==> src/hw/rtl/linear_color_ramp_generator_unit_assert.svh <==
// ----------------------------------------------------------------------------
// Assertion macros for the linear color ramp generator
// Each macro checks one implication on the rising edge of clk, off in reset.
// ----------------------------------------------------------------------------
`ifndef LINEAR_COLOR_RAMP_GENERATOR_UNIT_ASSERT_SVH
`define LINEAR_COLOR_RAMP_GENERATOR_UNIT_ASSERT_SVH

// Consequent must hold in the same cycle as the antecedent.
`define LCRG_ASSERT_NOW(lbl, ante, cons, msg) \
  lbl: assert property (@(posedge clk) disable iff (rst) (ante) |-> (cons)) \
    else $error(msg);

// Consequent must hold in the cycle after the antecedent.
`define LCRG_ASSERT_NEXT(lbl, ante, cons, msg) \
  lbl: assert property (@(posedge clk) disable iff (rst) (ante) |=> (cons)) \
    else $error(msg);

`endif

==> src/hw/rtl/lcrg_pkg.sv <==
// ----------------------------------------------------------------------------
// lcrg_pkg
// Shared types and constants of the linear color ramp generator.
// ----------------------------------------------------------------------------
`timescale 1ns / 1ps

package lcrg_pkg;

  localparam int CHAN_W     = 8;                // color channel width
  localparam int CNT_W      = 7;                // point count width
  localparam int IDX_W      = 6;                // point index width
  localparam int DIV_CNT_W  = $clog2(CHAN_W);   // one quotient bit per step

  typedef struct packed {
    logic [CHAN_W-1:0] start_red;
    logic [CHAN_W-1:0] start_green;
    logic [CHAN_W-1:0] start_blue;
    logic [CHAN_W-1:0] end_red;
    logic [CHAN_W-1:0] end_green;
    logic [CHAN_W-1:0] end_blue;
    logic [CNT_W-1:0]  point_count;
  } req_t;

  typedef struct packed {
    logic [CHAN_W-1:0] red_out;
    logic [CHAN_W-1:0] green_out;
    logic [CHAN_W-1:0] blue_out;
    logic [IDX_W-1:0]  point_index;
    logic              last_point;
  } pt_t;

  typedef enum logic [1:0] {
    ST_IDLE,
    ST_DIVIDE,
    ST_EMIT
  } state_t;

  // Controller to datapath
  typedef struct packed {
    logic capture;    // latch request, start the per-channel division
    logic div_step;   // one restoring division step
    logic emit;       // load the output register and advance the ramp
  } cmd_t;

  // Datapath to controller
  typedef struct packed {
    logic req_empty;  // request carries a zero point count
    logic div_last;   // final division step this cycle
    logic last;       // current point is the final one
    logic out_free;   // output register can take a point this cycle
  } status_t;

endpackage

==> src/hw/rtl/lcrg_chan.sv <==
// ----------------------------------------------------------------------------
// lcrg_chan
// One color channel: serial division of |end-start| by N-1, then an
// incremental quotient/remainder walk that yields one rounded point per emit.
// ----------------------------------------------------------------------------
`timescale 1ns / 1ps

module lcrg_chan
  import lcrg_pkg::*;
(
  input  logic              clk,
  input  logic              capture,
  input  logic              div_step,
  input  logic              emit,
  input  logic [CHAN_W-1:0] s_in,
  input  logic [CHAN_W-1:0] e_in,
  input  logic [IDX_W-1:0]  den,
  output logic [CHAN_W-1:0] value
);

  logic [CHAN_W-1:0] s;
  logic              neg;
  logic [CHAN_W-1:0] dq;    // dividend bits in, quotient bits out
  logic [IDX_W-1:0]  rem;
  logic [CHAN_W-1:0] q;     // rounded offset of the current point
  logic [CHAN_W-1:0] r;     // running remainder, biased by den for rounding

  logic [IDX_W:0]    rem_sh;
  logic              fits;
  logic [IDX_W:0]    rem_new;
  logic [CHAN_W-1:0] sum;
  logic [CHAN_W-1:0] two_den;
  logic              wrap;

  always_comb begin
    rem_sh  = {rem, dq[CHAN_W-1]};
    fits    = rem_sh >= {1'b0, den};
    rem_new = fits ? rem_sh - {1'b0, den} : rem_sh;
    // 2*diff = quotient*2den + 2*remainder; add the latter each point
    sum     = r + CHAN_W'({rem, 1'b0});
    two_den = CHAN_W'({den, 1'b0});
    wrap    = sum >= two_den;
    value   = neg ? s - q : s + q;
  end

  always_ff @(posedge clk) begin
    if (capture) begin
      s   <= s_in;
      neg <= e_in < s_in;
      dq  <= (e_in < s_in) ? s_in - e_in : e_in - s_in;
      rem <= '0;
    end else if (div_step) begin
      rem <= rem_new[IDX_W-1:0];
      dq  <= {dq[CHAN_W-2:0], fits};
      // point zero: numerator equals den, offset zero
      q   <= '0;
      r   <= CHAN_W'(den);
    end else if (emit) begin
      r <= wrap ? sum - two_den : sum;
      q <= q + dq + CHAN_W'(wrap);
    end
  end

endmodule

==> src/hw/rtl/lcrg_datapath.sv <==
// ----------------------------------------------------------------------------
// lcrg_datapath
// Request capture, division step counter, point index and output register.
// ----------------------------------------------------------------------------
`timescale 1ns / 1ps

module lcrg_datapath
  import lcrg_pkg::*;
#(
  parameter int MAX_POINTS = 64
) (
  input  logic    clk,
  input  logic    rst,
  input  req_t    req,
  input  cmd_t    cmd,
  output status_t status,
  output logic    pt_valid,
  input  logic    pt_ready,
  output pt_t     pt
);

  localparam logic [CNT_W-1:0] MAX_CNT = CNT_W'(MAX_POINTS);

  logic [IDX_W-1:0]     den;
  logic [IDX_W-1:0]     idx;
  logic [DIV_CNT_W-1:0] div_cnt;
  logic [CNT_W-1:0]     cnt_sat;
  logic [CHAN_W-1:0]    red_val;
  logic [CHAN_W-1:0]    green_val;
  logic [CHAN_W-1:0]    blue_val;

  always_comb begin
    cnt_sat          = (req.point_count > MAX_CNT) ? MAX_CNT : req.point_count;
    status.req_empty = req.point_count == '0;
    status.div_last  = div_cnt == DIV_CNT_W'(CHAN_W - 1);
    status.last      = idx == den;
    status.out_free  = !pt_valid || pt_ready;
  end

  lcrg_chan u_red (
    .clk(clk), .capture(cmd.capture), .div_step(cmd.div_step), .emit(cmd.emit),
    .s_in(req.start_red), .e_in(req.end_red), .den(den), .value(red_val)
  );

  lcrg_chan u_green (
    .clk(clk), .capture(cmd.capture), .div_step(cmd.div_step), .emit(cmd.emit),
    .s_in(req.start_green), .e_in(req.end_green), .den(den), .value(green_val)
  );

  lcrg_chan u_blue (
    .clk(clk), .capture(cmd.capture), .div_step(cmd.div_step), .emit(cmd.emit),
    .s_in(req.start_blue), .e_in(req.end_blue), .den(den), .value(blue_val)
  );

  always_ff @(posedge clk) begin
    if (rst) begin
      div_cnt  <= '0;
      idx      <= '0;
      den      <= '0;
      pt_valid <= 1'b0;
    end else begin
      if (cmd.capture) begin
        den     <= IDX_W'(cnt_sat - CNT_W'(1));
        div_cnt <= '0;
        idx     <= '0;
      end else begin
        if (cmd.div_step) begin
          div_cnt <= div_cnt + DIV_CNT_W'(1);
        end
        if (cmd.emit) begin
          idx <= idx + IDX_W'(1);
        end
      end
      if (cmd.emit) begin
        pt_valid <= 1'b1;
      end else if (pt_ready) begin
        pt_valid <= 1'b0;
      end
    end
  end

  always_ff @(posedge clk) begin
    if (cmd.emit) begin
      pt.red_out     <= red_val;
      pt.green_out   <= green_val;
      pt.blue_out    <= blue_val;
      pt.point_index <= idx;
      pt.last_point  <= idx == den;
    end
  end

endmodule

==> src/hw/rtl/lcrg_ctrl.sv <==
// ----------------------------------------------------------------------------
// lcrg_ctrl
// Sequencer: accept a request, run the division steps, then emit the points.
// ----------------------------------------------------------------------------
`timescale 1ns / 1ps

module lcrg_ctrl
  import lcrg_pkg::*;
(
  input  logic    clk,
  input  logic    rst,
  input  logic    req_valid,
  output logic    req_ready,
  input  status_t status,
  output cmd_t    cmd
);

  state_t state;
  state_t state_next;

  always_ff @(posedge clk) begin
    if (rst) begin
      state <= ST_IDLE;
    end else begin
      state <= state_next;
    end
  end

  always_comb begin
    state_next = state;
    req_ready  = 1'b0;
    cmd        = '0;
    unique case (state)
      ST_IDLE: begin
        req_ready = 1'b1;
        // drop a request with a zero point count
        if (req_valid && !status.req_empty) begin
          cmd.capture = 1'b1;
          state_next  = ST_DIVIDE;
        end
      end
      ST_DIVIDE: begin
        cmd.div_step = 1'b1;
        if (status.div_last) begin
          state_next = ST_EMIT;
        end
      end
      ST_EMIT: begin
        if (status.out_free) begin
          cmd.emit = 1'b1;
          if (status.last) begin
            state_next = ST_IDLE;
          end
        end
      end
      default: begin
        state_next = ST_IDLE;
      end
    endcase
  end

endmodule

==> src/hw/rtl/linear_color_ramp_generator_unit.sv <==
// ----------------------------------------------------------------------------
// linear_color_ramp_generator_unit
// After a request is taken, 8 serial division steps run, then the first point
// of the ramp is loaded into the output register.
// Throughput: one point per cycle while pt_ready stays high; the restoring
// divider runs once per request, before its first point.
// Reset (rst, synchronous): sequencer idle, output register empty.
// ----------------------------------------------------------------------------
`timescale 1ns / 1ps
`include "linear_color_ramp_generator_unit_assert.svh"

module linear_color_ramp_generator_unit
  import lcrg_pkg::*;
#(
  parameter int MAX_POINTS = 64
) (
  input  logic clk,
  input  logic rst,
  input  logic req_valid,
  output logic req_ready,
  input  req_t req,
  output logic pt_valid,
  input  logic pt_ready,
  output pt_t  pt
);

  // Command and status between sequencer and datapath. The sequencer only
  // takes a request when idle; a point may still wait in the output register
  // then, so the next request's division overlaps the drain of the last point.
  cmd_t    cmd;
  status_t status;

  // Sequencer: idle -> divide (8 steps) -> emit (one point per free slot).
  lcrg_ctrl u_ctrl (
    .clk      (clk),
    .rst      (rst),
    .req_valid(req_valid),
    .req_ready(req_ready),
    .status   (status),
    .cmd      (cmd)
  );

  // Datapath: three channel units share the divisor N-1 and the step count.
  // Each channel divides |end-start| by N-1 once, then walks the ramp by
  // adding quotient and remainder per point, with the remainder biased by
  // N-1 so the offset rounds to nearest, ties away from zero.
  lcrg_datapath #(
    .MAX_POINTS(MAX_POINTS)
  ) u_dp (
    .clk     (clk),
    .rst     (rst),
    .req     (req),
    .cmd     (cmd),
    .status  (status),
    .pt_valid(pt_valid),
    .pt_ready(pt_ready),
    .pt      (pt)
  );

  // A waiting point that is not the final one means the ramp is unfinished.
  `LCRG_ASSERT_NOW(a_busy_mid_ramp, pt_valid && !pt.last_point, !req_ready, "request taken mid ramp")
  // Loading the final point returns the sequencer to idle.
  `LCRG_ASSERT_NEXT(a_idle_after_last, cmd.emit && status.last, req_ready, "not idle after last point")
  // Points are only loaded outside idle.
  `LCRG_ASSERT_NOW(a_emit_not_idle, cmd.emit, !req_ready && !cmd.capture, "emit while idle")

endmodule
==> config.mk <==
export PLATFORM = sky130hd
export DESIGN_NAME = linear_color_ramp_generator_unit
export DESIGN_NICKNAME = d
export VERILOG_FILES = /design/src/hw/rtl/lcrg_pkg.sv /design/src/hw/rtl/lcrg_chan.sv /design/src/hw/rtl/lcrg_datapath.sv /design/src/hw/rtl/lcrg_ctrl.sv /design/src/hw/rtl/linear_color_ramp_generator_unit.sv
export VERILOG_INCLUDE_DIRS = /design/src /design/src/hw/rtl
export SDC_FILE = /design/constraint.sdc
export NUM_CORES = 1
export LEC_CHECK = 0
export BUFFER_PORTS_ARGS = -buffer_cell sky130_fd_sc_hd__buf_2
export CAP_MARGIN = 30
export CORE_ASPECT_RATIO = 1.1
export CORE_MARGIN = 5
export CORE_UTILIZATION = 68
export CTS_BUF_LIST = sky130_fd_sc_hd__clkbuf_8
export DETAILED_ROUTE_END_ITERATION = 7
export PLACE_DENSITY = 0.95
export SLEW_MARGIN = 5
export SYNTH_ARGS = -nofsm -noshare
export SYNTH_HDL_FRONTEND = slang
export SYNTH_SLANG_ARGS = --single-unit
export TNS_END_PERCENT = 100
==> constraint.sdc <==
create_clock -name clk -period 11.76 [get_ports clk]
set_input_delay 2.352 -clock clk [delete_from_list [all_inputs] [get_ports clk]]
set_output_delay 2.352 -clock clk [all_outputs]
set_load 0.02 [all_outputs]
==> out/results.ini, run 1 <==
[worst_setup_path]
r2r_start=u_dp.u_green.rem[1]$_SDFFE_PP0P_
startpoint=u_dp.u_green.rem[1]$_SDFFE_PP0P_
path_class=register to register
worst-path-max-fanout=10
rr_worst_depth=20
critPathLaunchType=register
required_ns=11.97
arrival_ns=5.18
end_kind=register

[floorplanning]
pin_count=92
die_area_sq_um=20700
initial_core_util_pct=68.9
coreArea_sq_um=17700
rows=51
die_w_um=138
fp.dieH_um=150

[timing]
finalHoldViolations=0
layout_setup_ws_ns=6.79
slew_headroom_pct=36.3
skew_ns=0.0165
setup_viol=0
worstMarginPinSlew_ns=0.955
drv_slew=0
layout_min_cycle_time_ns=4.97
timing.fmax_ghz=0.201
rsz0062_at_grt=false
period_share_pct=42.3
fin_setup_tns_ns=0

[synthesis]
syn_area_sq_um=12200
seq_area_frac_synth_pct=37.5
synth_edf_count=128
synth-adder-area-share_pct=18.8
synth_cell_type_count=59
synthMuxAreaShare_pct=2.84
syn_inst=1248
synth_ff_type=edfxtp_1
synth-compound-area-share_pct=14.8
synth_area_per_cell_sq_um=9.76
synth_seq_cells=164
yosys.area_share.simple_pct=12.8
synth-xor-area-share_pct=8.34
async_flop_share_pct=0
yosys_warnings=0
synth_nets=1476
synth_top_family_by_area=adder cells

[global_route]
antenna_found_initial=0
grt_pass1_vias=9928
gr-total-overflow=0
grt_pass1_wl_um=46800
grt_start_max_net_pins=61
track_usage_pct=28.4

[clock_tree]
clkTransAtPathRegs_ns=0.10
numCtsBuffers=17
cts_sinks=164
ctsRootBufferMaster=clkbuf_8
postCtsSetupBuffers=0
htreeDepth=4
clk_path_buf_depth=2
cts_tree=yes
holdBufCountCts=0
ctsResizeCount=0
clock_latency_ns=0.47

[power]
switching_power_mw=1.60
p_per_area_nw_per_um2=277
pwr-share-comb_pct=61.4
intPower_mw=2.08
switching_share_pct=43.5
pwr-share-clk_pct=11.7
irDropWorstVdd_mv=0.159
seq_power_share_pct=27.0
p_total_mw=3.69
leakagePower_nw=5.81

[routing]
initialDrtViolationCount=856
vias=9851
post_drt_wl_per_cell_um=18.3
vias_per_cell=6.20
antenna_left=0
drt_wl_total_um=29100
post-route-drc-count=0
drtPass1Iterations=7

[placement]
dp_hpwl_um=20800
place.gp.congestion=0.908
io_buffers=91
dpl_cell_area_sq_um=12900
placedCellCount=1555
dp_slack_ns=6.67

[final_layout]
layout_commonest_cell=ha_1
final_area_sq_um=13300
antenna_cells=0
final_cell_mix=ha_1, edfxtp_1, inv_1, xnor2_1
final_nets=1566
fin_cells=1589
syn2layout_area_growth_pct=9.28
layout-drive-gt1-share_pct=11.0

[min_path]
min_from=u_dp.div_cnt[2]$_SDFFE_PP0P_
hold_path.class=register to register
whs_path_depth=2

[outcome]
status=finished, final reports clean

[flow_run]
maxCapViolations=0

[state kept, by name, summed over array words and instances (netlist names), 2 cells and up]
signal / flops
u_dp.u_red.q: 8
u_dp.u_green.r: 7
u_dp.u_green.s: 8
u_dp.u_green.dq: 8
u_dp.u_green.rem: 6
u_dp.u_red.r: 7
u_dp.div_cnt: 3
u_dp.u_blue.rem: 6
u_dp.u_green.q: 8
u_dp.u_red.rem: 6
u_dp.den: 6
u_dp.u_blue.q: 8
u_dp.u_red.dq: 8
u_dp.u_red.s: 8
u_dp.u_blue.r: 8
u_dp.u_blue.s: 8
u_ctrl.state: 2
u_dp.u_blue.dq: 8
u_dp.idx: 6
u_dp.pt: 31
[worst max-delay path, cell delays in order (launching register included)]
cell	delay, ns
dfxtp_1	0.49
ha_1	0.29
a21o_1	0.19
a21oi_1	0.24
o21bai_1	0.09
a21oi_1	0.17
xnor2_1	0.18
ha_1	0.33
o211a_1	0.15
a221oi_1	0.28
nor2b_1	0.16
buf_4	0.20
inv_1	0.08
fa_1	0.41
fa_1	0.43
a21o_1	0.20
a21o_1	0.21
a21o_1	0.19
a21oi_1	0.17
xor2_1	0.18
nor2_1	0.05
[cell usage after synthesis, types with 6 or more instances]
cell,number,area [sq um]
a21o_1,31,233
a21oi_1,91,455
a31oi_1,16,100
and2_1,13,81.3
and3_1,7,43.8
buf_2,6,30.0
clkbuf_1,20,75.1
dfxtp_1,36,721
edfxtp_1,128,3840
fa_1,24,480
ha_1,145,1810
inv_1,125,469
mux2i_1,30,300
nand2_1,79,297
nand2b_1,12,75.1
nand3_1,19,95.1
nor2_1,86,323
nor2b_1,30,188
nor3_1,40,200
o21a_1,15,113
o21ai_0,69,345
o21bai_1,10,75.1
o311ai_0,9,78.8
or3_1,14,87.6
xnor2_1,92,806
xor2_1,24,210
[area by class of cell]
type	instances	area [sq um]
Clock buffer	17	234
Clock inverter	15	168
Fill cell	1095	4370
Inverter	126	473
Multi-Input combinational cell	930	7020
Sequential cell	164	4560
Tap cell	238	298
Timing Repair Buffer	99	548
[power groups by stage]
stage          logic (mW)  registers (mW)  clock network [mW]
2_1_floorplan        1.76           0.954                   0
3_3_place_gp         2.03           0.989                   0
3_5_place_dp         2.18           0.997                   0
4_1_cts              2.23           0.987               0.430
5_1_grt              2.50            1.00               0.457
6_report             2.26           0.993               0.430
[through the flow]
step	hold slack [ns]	utilization (%)
after CTS	0.475	75.1
after global placement	0.446	72.7
after detailed placement	0.462	72.8
after global routing	0.517	75.3
after floorplan	0.440	-
final	0.481	75.3
[per-layer routing]
layer,vias up,track usage (%),share of wire (%)
met5,-,0,0
met4,0,12.7,3.7
met3,104,4.75,8.1
met2,521,48.0,49
met1,4625,35.8,39
li1,4601,-,-
[cells by family (layout without fill, tap and decap cells)]
group | Yosys count | after routing
muxes | 34 | 34
AOI/OAI and AO/OA | 289 | 289
buffers and inverters | 154 | 257
xor gates and xnor gates | 116 | 116
and+or+nand+nor | 322 | 322
adders and majority gates | 169 | 169
DFF | 164 | 164
[final timing paths]
check	end	slack [ns]
worst max register to register	u_dp.u_green.q[6]$_SDFFCE_PP0P_	6.79
worst min-delay path	u_dp.div_cnt[2]$_SDFFE_PP0P_	0.48
worst max-delay path	u_dp.u_green.q[6]$_SDFFCE_PP0P_	6.79
worst min register to register	u_dp.div_cnt[2]$_SDFFE_PP0P_	0.48
No activity file was read; power rests on OpenSTA's default activity.
==> inputs of run 2 (changes only) <==
- ABC_AREA: unset -> 1
- CORE_UTILIZATION: 68 -> 64
- PLACE_DENSITY: 0.95 -> 0.94
- clock period: 11.76 -> 4.6 ns (I/O delays scaled with it)
==> run 2 against run 1 <==
Total power grew to 2.7 times the previous value. Non-clock buffer count is 3 lower. Fmax is 13% higher. Clock skew is 0.0020 ns higher. Sequential cell count stayed put. Register-to-register slack worse by 6.6 ns. Critical path depth is 3 higher. Synthesized cell count is 30% higher. Sequential share of layout area is 2.0 points lower. Die area is 13% higher. Combinational power grew to 2.9 times the previous value. Largest cell class unchanged.
==> out/results.ini, run 2 <==
[timing]
setup_viol=0
layout_min_cycle_time_ns=4.42
period_share_pct=96.1
finalHoldViolations=0
fin_setup_tns_ns=0
timing.fmax_ghz=0.226
skew_ns=0.0186
slew_headroom_pct=44.8
drv_slew=0
worstMarginPinSlew_ns=0.826

[routing]
initialDrtViolationCount=874
post-route-drc-count=0
post_drt_wl_per_cell_um=15.9
antenna_left=0
drt_wl_total_um=31300
vias=11500
drtPass1Iterations=8
vias_per_cell=5.82

[synthesis]
synth_cell_type_count=40
synth_most_common_cell=nand2_1
synth_seq_cells=164
yosys_warnings=0
synth_ff_type=edfxtp_1
synth_edf_count=128
syn_area_sq_um=13000
seq_area_frac_synth_pct=35.1
synth_area_leader_cell=edfxtp_1
syn_inst=1622
synth_area_per_cell_sq_um=8.02
synth.area.top_cells=edfxtp_1, ha_1, nand2_1, inv_1, dfxtp_1
synth_nets=1850
ys_top_cells_by_count=nand2_1, inv_1, ha_1
async_flop_share_pct=0
synth_top_area_share_pct=29.5

[floorplanning]
die_area_sq_um=23300
coreArea_sq_um=19900
rows=54
die_w_um=146
pin_count=92
fp.dieH_um=160
initial_core_util_pct=65.3

[final_layout]
final_nets=1931
finalCoreUtilization_pct=70.9
largest_register_ffs=31
syn2layout_area_growth_pct=8.60
layout_commonest_cell=nand2_1
layout-drive-gt1-share_pct=10.1
final_cell_mix=nand2_1, inv_1, ha_1, edfxtp_1, a21oi_1
regMostFlops=u_dp.pt

[clock_tree]
postCtsSetupBuffers=0
clk_path_buf_depth=2
htreeDepth=4
clock_latency_ns=0.49
numCtsBuffers=17
clkTransAtPathRegs_ns=0.10
cts_sinks=164
cts_tree=yes
ctsResizeCount=0
ctsRootBufferMaster=clkbuf_8
holdBufCountCts=0

[worst_setup_path]
rr_worst_depth=23
cpPeakStageDelay_ns=0.44
required_ns=4.85
end_kind=register
crit_family=simple AND/OR/NAND/NOR gates
critPathBufInv=3
arrival_ns=4.67
slowest_stage=fa_1
cp_cell_sequence=ha_1 -> a21oi_1 -> nand2_1 -> or2_2 -> nand2_1 -> inv_1 -> ha_1 -> nand2_1 -> inv_1 -> a21oi_2 -> nand3_1 -> nand2_2 -> nand3_4 -> fa_1 -> fa_1 -> nand3_1 -> nand3_1 -> nand2_1 -> inv_1 -> nor2_1 -> nor2_1 -> nor3_1 -> nor2_1
critPathMostFrequentCell=nand2_1
path_depth=23
path_class=register to register
worst-path-max-fanout=9
critPathLaunchType=register

[flow_run]
maxCapViolations=0

[outcome]
status=finished, final reports clean

[global_route]
track_usage_pct=26.2
gr-total-overflow=0
grt_start_max_net_pins=67
antenna_found_initial=4
grt_pass1_wl_um=50800
grt_pass1_vias=11100

[min_path]
whs_path_depth=2
hold_path.class=register to register

[placement]
place.gp.congestion=0.949
io_buffers=91
dp_hpwl_um=22700

[power]
p_per_area_nw_per_um2=710
leakagePower_nw=6.95
irDropWorstVdd_mv=0.395

## run 2: area by class of cell
type | count | area, sq um
Antenna cell | 1 | 2.50
Clock buffer | 17 | 234
Clock inverter | 15 | 175
Fill cell | 1362 | 5800
Inverter | 223 | 837
Multi-Input combinational cell | 1201 | 7480
Sequential cell | 164 | 4570
Tap cell | 252 | 315
Timing Repair Buffer | 96 | 526
## run 2: worst paths after layout
kind,endpoint,from,slack (ns)
min reg2reg,u_dp.div_cnt[1]$_SDFFE_PP0P_,u_dp.div_cnt[1]$_SDFFE_PP0P_,0.50
max,u_dp.u_green.q[6]$_SDFFCE_PP0P_,u_dp.u_green.r[3]$_DFFE_PP_,0.18
max reg2reg,u_dp.u_green.q[6]$_SDFFCE_PP0P_,u_dp.u_green.r[3]$_DFFE_PP_,0.18
min,u_dp.div_cnt[1]$_SDFFE_PP0P_,u_dp.div_cnt[1]$_SDFFE_PP0P_,0.50
## run 2: worst register-to-register path: cells and delay by family (launching register included)
kind	cells	cell delay [ns]
AOI/OAI and AO/OA	2	0.37
buffers and inverters	3	0.19
DFF	1	0.37
and+or+nand+nor	14	1.71
adders and majority gates	4	1.54
## run 2: report_power, final
part	internal, mW	switching (mW)	leakage, nW	total (mW)
clock	0.498	0.606	0.205	1.10
sequential	2.18	0.291	1.51	2.48
combinational	2.41	4.05	5.24	6.46
## run 2: metrics by stage
| step | instance area, sq um | cells | power [mW] | worst slack, ns | hold slack, ns |
|---|---|---|---|---|---|
| detailed placement | 13700 | 1936 | 8.60 | 0.335 | 0.479 |
| global route | 14100 | 1969 | 11.0 | -0.0178 | 0.516 |
| global placement | 13600 | 1934 | 8.25 | 0.585 | 0.452 |
| finish | 14100 | 1969 | 10.0 | 0.182 | 0.495 |
| floorplan | 13000 | 1622 | 7.37 | 0.762 | 0.445 |
| CTS | 14100 | 1968 | 9.82 | 0.262 | 0.494 |
## run 2: routing by layer
metal  up-vias  track usage, %  part of all wire [%]
li1       5524               -                     -
met1      5315            29.6                    38
met2       498            47.9                    50
met3       115            5.61                   7.6
met4         6            10.5                   3.7
met5         -               0                  0.13
## run 2: cells by family (layout without fill, tap and decap cells)
family / after synthesis / count (layout) / share of synthesized area, %
compound gates: 222 / 222 / 9.56
xor+xnor: 97 / 97 / 6.53
fa+ha+maj: 169 / 169 / 17.6
buf+inv: 257 / 351 / 7.70
flops: 164 / 164 / 35.1
other cells: 0 / 1 / 0
simple gates: 713 / 713 / 23.5
